### config.mk
export PLATFORM = sky130hd
export DESIGN_NAME = mapt_match
export DESIGN_NICKNAME = d
export VERILOG_FILES = /design/src/design/mapt_pkg.sv /design/src/design/mapt_match.sv
export SDC_FILE = /design/constraint.sdc
export NUM_CORES = 1
export LEC_CHECK = 0
export ABC_AREA = 1
export BUFFER_PORTS_ARGS = -buffer_cell sky130_fd_sc_hd__buf_4
export CAP_MARGIN = 10
export CELL_PAD_IN_SITES_DETAIL_PLACEMENT = 0
export CELL_PAD_IN_SITES_GLOBAL_PLACEMENT = 1
export CORE_AREA = 5 5 173 175
export DETAILED_ROUTE_END_ITERATION = 6
export DIE_AREA = 0 0 178 180
export PLACE_DENSITY_LB_ADDON = 0.1
export SLEW_MARGIN = 40
export SYNTH_ARGS = -nofsm -noshare
export SYNTH_HDL_FRONTEND = slang
export SYNTH_SLANG_ARGS = --single-unit
export TNS_END_PERCENT = 100
### constraint.sdc
create_clock -name vclk -period 2.49
set_input_delay 0.1245 -clock vclk [all_inputs]
set_output_delay 0.1245 -clock vclk [all_outputs]
set_load 0.02 [all_outputs]
### src/design/mapt_pkg.sv
`timescale 1ns / 1ps
// ----------------------------------------------------------------------------
// mapt_pkg
// Shared constants, types and status codes of the MAC address packet tracker.
// ----------------------------------------------------------------------------
package mapt_pkg;

	localparam int TABLE_ENTRIES    = 256;
	localparam int LANES            = 8;
	localparam int LANE_W           = $clog2(LANES);
	localparam int ROWS             = (TABLE_ENTRIES + LANES - 1) / LANES;
	localparam int ROW_W            = (ROWS > 1) ? $clog2(ROWS) : 1;
	localparam int ADDR_W           = ROW_W + LANE_W;
	localparam int SLOTS            = ROWS * LANES;
	localparam int CNT_W            = ADDR_W + 1;

	localparam int MAC_W            = 48;
	localparam int COUNT_W          = 64;
	localparam int TIME_W           = 64;
	localparam int LEN_W            = 16;
	localparam int STATUS_W         = 2;
	localparam int MIN_HEADER_BYTES = 14;

	localparam int S_TDATA_W        = 176;
	localparam int M_TDATA_W        = 176;

	typedef logic [MAC_W-1:0]    mac_t;
	typedef logic [COUNT_W-1:0]  count_t;
	typedef logic [TIME_W-1:0]   time_t;
	typedef logic [STATUS_W-1:0] status_t;
	typedef logic [ROW_W-1:0]    row_t;
	typedef logic [LANE_W-1:0]   lane_t;
	typedef logic [ADDR_W-1:0]   addr_t;
	typedef logic [CNT_W-1:0]    fill_t;
	typedef mac_t [LANES-1:0]    key_row_t;

	typedef struct packed {
		logic  hit;
		lane_t lane;
	} match_t;

	localparam status_t ST_SHORT = 2'd0;
	localparam status_t ST_HIT   = 2'd1;
	localparam status_t ST_NEW   = 2'd2;
	localparam status_t ST_FULL  = 2'd3;

endpackage

### src/design/mapt_match.sv
`timescale 1ns / 1ps
// ----------------------------------------------------------------------------
// mapt_match
// Compares one key row against the lookup key; lanes at or above the fill
// count are not live.
// ----------------------------------------------------------------------------
module mapt_match import mapt_pkg::*; (
	input  key_row_t row_data,
	input  row_t     row,
	input  fill_t    fill,
	input  mac_t     key,
	output match_t   result
);

	logic [LANES-1:0] eq;

	always_comb begin
		eq = '0;
		for (int l = 0; l < LANES; l++) begin
			eq[l] = (fill_t'({row, lane_t'(l)}) < fill) && (row_data[l] == key);
		end
	end

	always_comb begin
		result.hit  = |eq;
		result.lane = '0;
		for (int l = 0; l < LANES; l++) begin
			if (eq[l]) begin
				result.lane = lane_t'(l);
			end
		end
	end

endmodule

==> out/qor.txt <==
outcome = finished, final reports clean
Total GRT Usage = 0.2361
Post-Syn Area = 5772 um2
largest cells by area after synthesis = xnor2_1 32%, nand2_1 17%, xor2_1 9.1%
share of the synthesized area in the top cell type = 0.3202
TritonRoute pass-1 iters = 5
drt via density = 4.225
layout cells sized above 1 = 0.3519
DP HPWL = 35770 um
critical path's slowest cell = a21oi_1
total global routing overflow = 0
Pwr per Cell Area = 175.4 nW/um2
setup TNS = 0 ns
cell row count = 62
Crit path arrival time = 2.14 ns
worst min-delay path startpoint = row_data[289]
final worst path period need = 2.262 ns
Ports = 450
worst vdd ir = 0.07147 mV
Resize count post-CTS = 0
Core Region = 28310 um2
P_leak = 4.569 nW
final worst-path cycle share = 0.9084
initial antenna violation count = 1
Final Setup Violations = 0
width of the chip = 178 um
Hold Crit Class = input pin to primary output
Storage cell area = 0 um2
height of the chip = 180 um
Initial Utilization = 0.2038
Total Die Area = 32040 um2
drt wl/cell = 22.27 um
cts hold-fix bufs = 0
nets = 1872
startpoint types = input pin
syn nets = 1465
Final Slew Violations = 0
Final Hold Viols = 0
Synthesis Warnings = 0
register area share after synthesis = 0
crit path cell chain = buf_4, ha_1, nand3_1, a21oi_1, nor2_1, o21ai_0, nor2_1, nand4_1, nand2_1, nor2_2, nand2_1, buf_4
area grow syn2layout = 60.65%
Mean Syn Cell Area = 5.698 um2
DRC viols = 0
largest net degree at the start of global routing = 10
clk_buf instances = 0
Tightest Pin Transition = 0.5004 ns
Setup CP Type = input pin to primary output
DRT iter0 DRCs = 355
Setup WS post-layout = 0.2281 ns
CP max stage delay = 0.42 ns
number of port buffers = 450
seq_cells = 0
via count = 7618
Max Cap Violations = 0
largest fanout on the critical path = 3
final WL = 40150 um
commonest non-fill, non-tap cells in the layout = 453 x buf_4, 267 x nand2_1, 211 x xnor2_1
Min-Delay Endpoint = result[1]
cell taking the most area after synthesis = xnor2_1
Slew HR = 0.6640
post-CTS setup buffers = 0
Yosys cell types = 31
first-pass GRT wire length = 54500 um
Worst EP required = 2.37 ns
CP Capture Type = primary output
RSZ-0062 raised after global routing = no
Fmax achieved = 0.4421 GHz
hold depth = 9
pre-CTS setup slack = 0.1616 ns
post-synthesis instance total = 1013
placer's final routability congestion estimate = 0.8645
number of global-route vias before repair = 8045
most common cell after layout, fill and taps aside = buf_4
DRT antenna net count = 0
[through the flow]
stage	power (mW)	utilization	std cells	hold WS, ns	area [um2]
floorplan	0.7978	-	1013	0.6072	5772
global placement	1.640	0.3274	1802	0.9335	9270
detailed placement	1.641	0.3274	1802	0.9399	9270
CTS	1.647	0.3274	1802	0.9399	9270
global route	1.780	0.3275	1803	0.9835	9273
finish	1.627	0.3275	1803	0.9211	9273
[cell families after synthesis]
group / after synthesis / share of synthesized area
simple gates: 517 / 0.3796
xor+xnor: 271 / 0.4112
buf+inv: 169 / 0.1450
compound gates: 50 / 0.05116
fa+ha+maj: 6 / 0.01301
[how the worst max path moves through the flow]
stage | start | end | slack, ns
2_1_floorplan | fill[4] | result[0] | 0.90
3_3_place_gp | row[4] | result[3] | 0.16
3_5_place_dp | row[4] | result[3] | 0.16
4_1_cts | row[4] | result[3] | 0.16
5_1_grt | row[1] | result[0] | 0.01
6_report | row[4] | result[3] | 0.23
[critical path, delay by kind of cell]
kind	cells	cell delay (ns)
and+or+nand+nor	7	0.84
AOI/OAI and AO/OA	2	0.59
buffers and inverters	2	0.27
adders and majority gates	1	0.30
[power breakdown]
part           leakage [nW]  internal, mW  switching [mW]
Clock            0.00000634  0.0000000537               0
Combinational          4.57         0.853           0.773
Sequential                0             0               0
Total                  4.57         0.853           0.773
[area by class of cell]
type,instances,area [um2]
inverter,121,454.2
antenna,1,2.502
timing repair buffer,453,3401
fill,3287,19040
multi-input combinational,844,4935
tap,384,480.5
[layer usage]
layer	wire (um)	up-vias	global-route usage
li1	-	3917	-
met1	16850	3382	0.2917
met2	20090	294	0.4331
met3	2674	25	0.04496
met4	540	0	0.02847
met5	0	-	0
[synthesized netlist by cell type]
cell type,number
nand2_1,267
xnor2_1,211
nor2_1,136
inv_1,93
xor2_1,60
nand4_1,48
buf_4,42
inv_2,28
o21ai_0,22
nand3_1,20
nor3_1,15
o22ai_1,14
or2_2,11
a21oi_1,6
buf_6,6
ha_1,6
nor2_2,5
a22o_1,4
nor4_1,3
nand3b_1,2
nor3b_1,2
or2_0,2
or2_1,2
a211oi_1,1
a221oi_1,1
and2_0,1
and3_1,1
nand2_2,1
nand3_2,1
o2111ai_1,1
o31ai_1,1
Note: power is estimated with default switching activity, not from simulation.
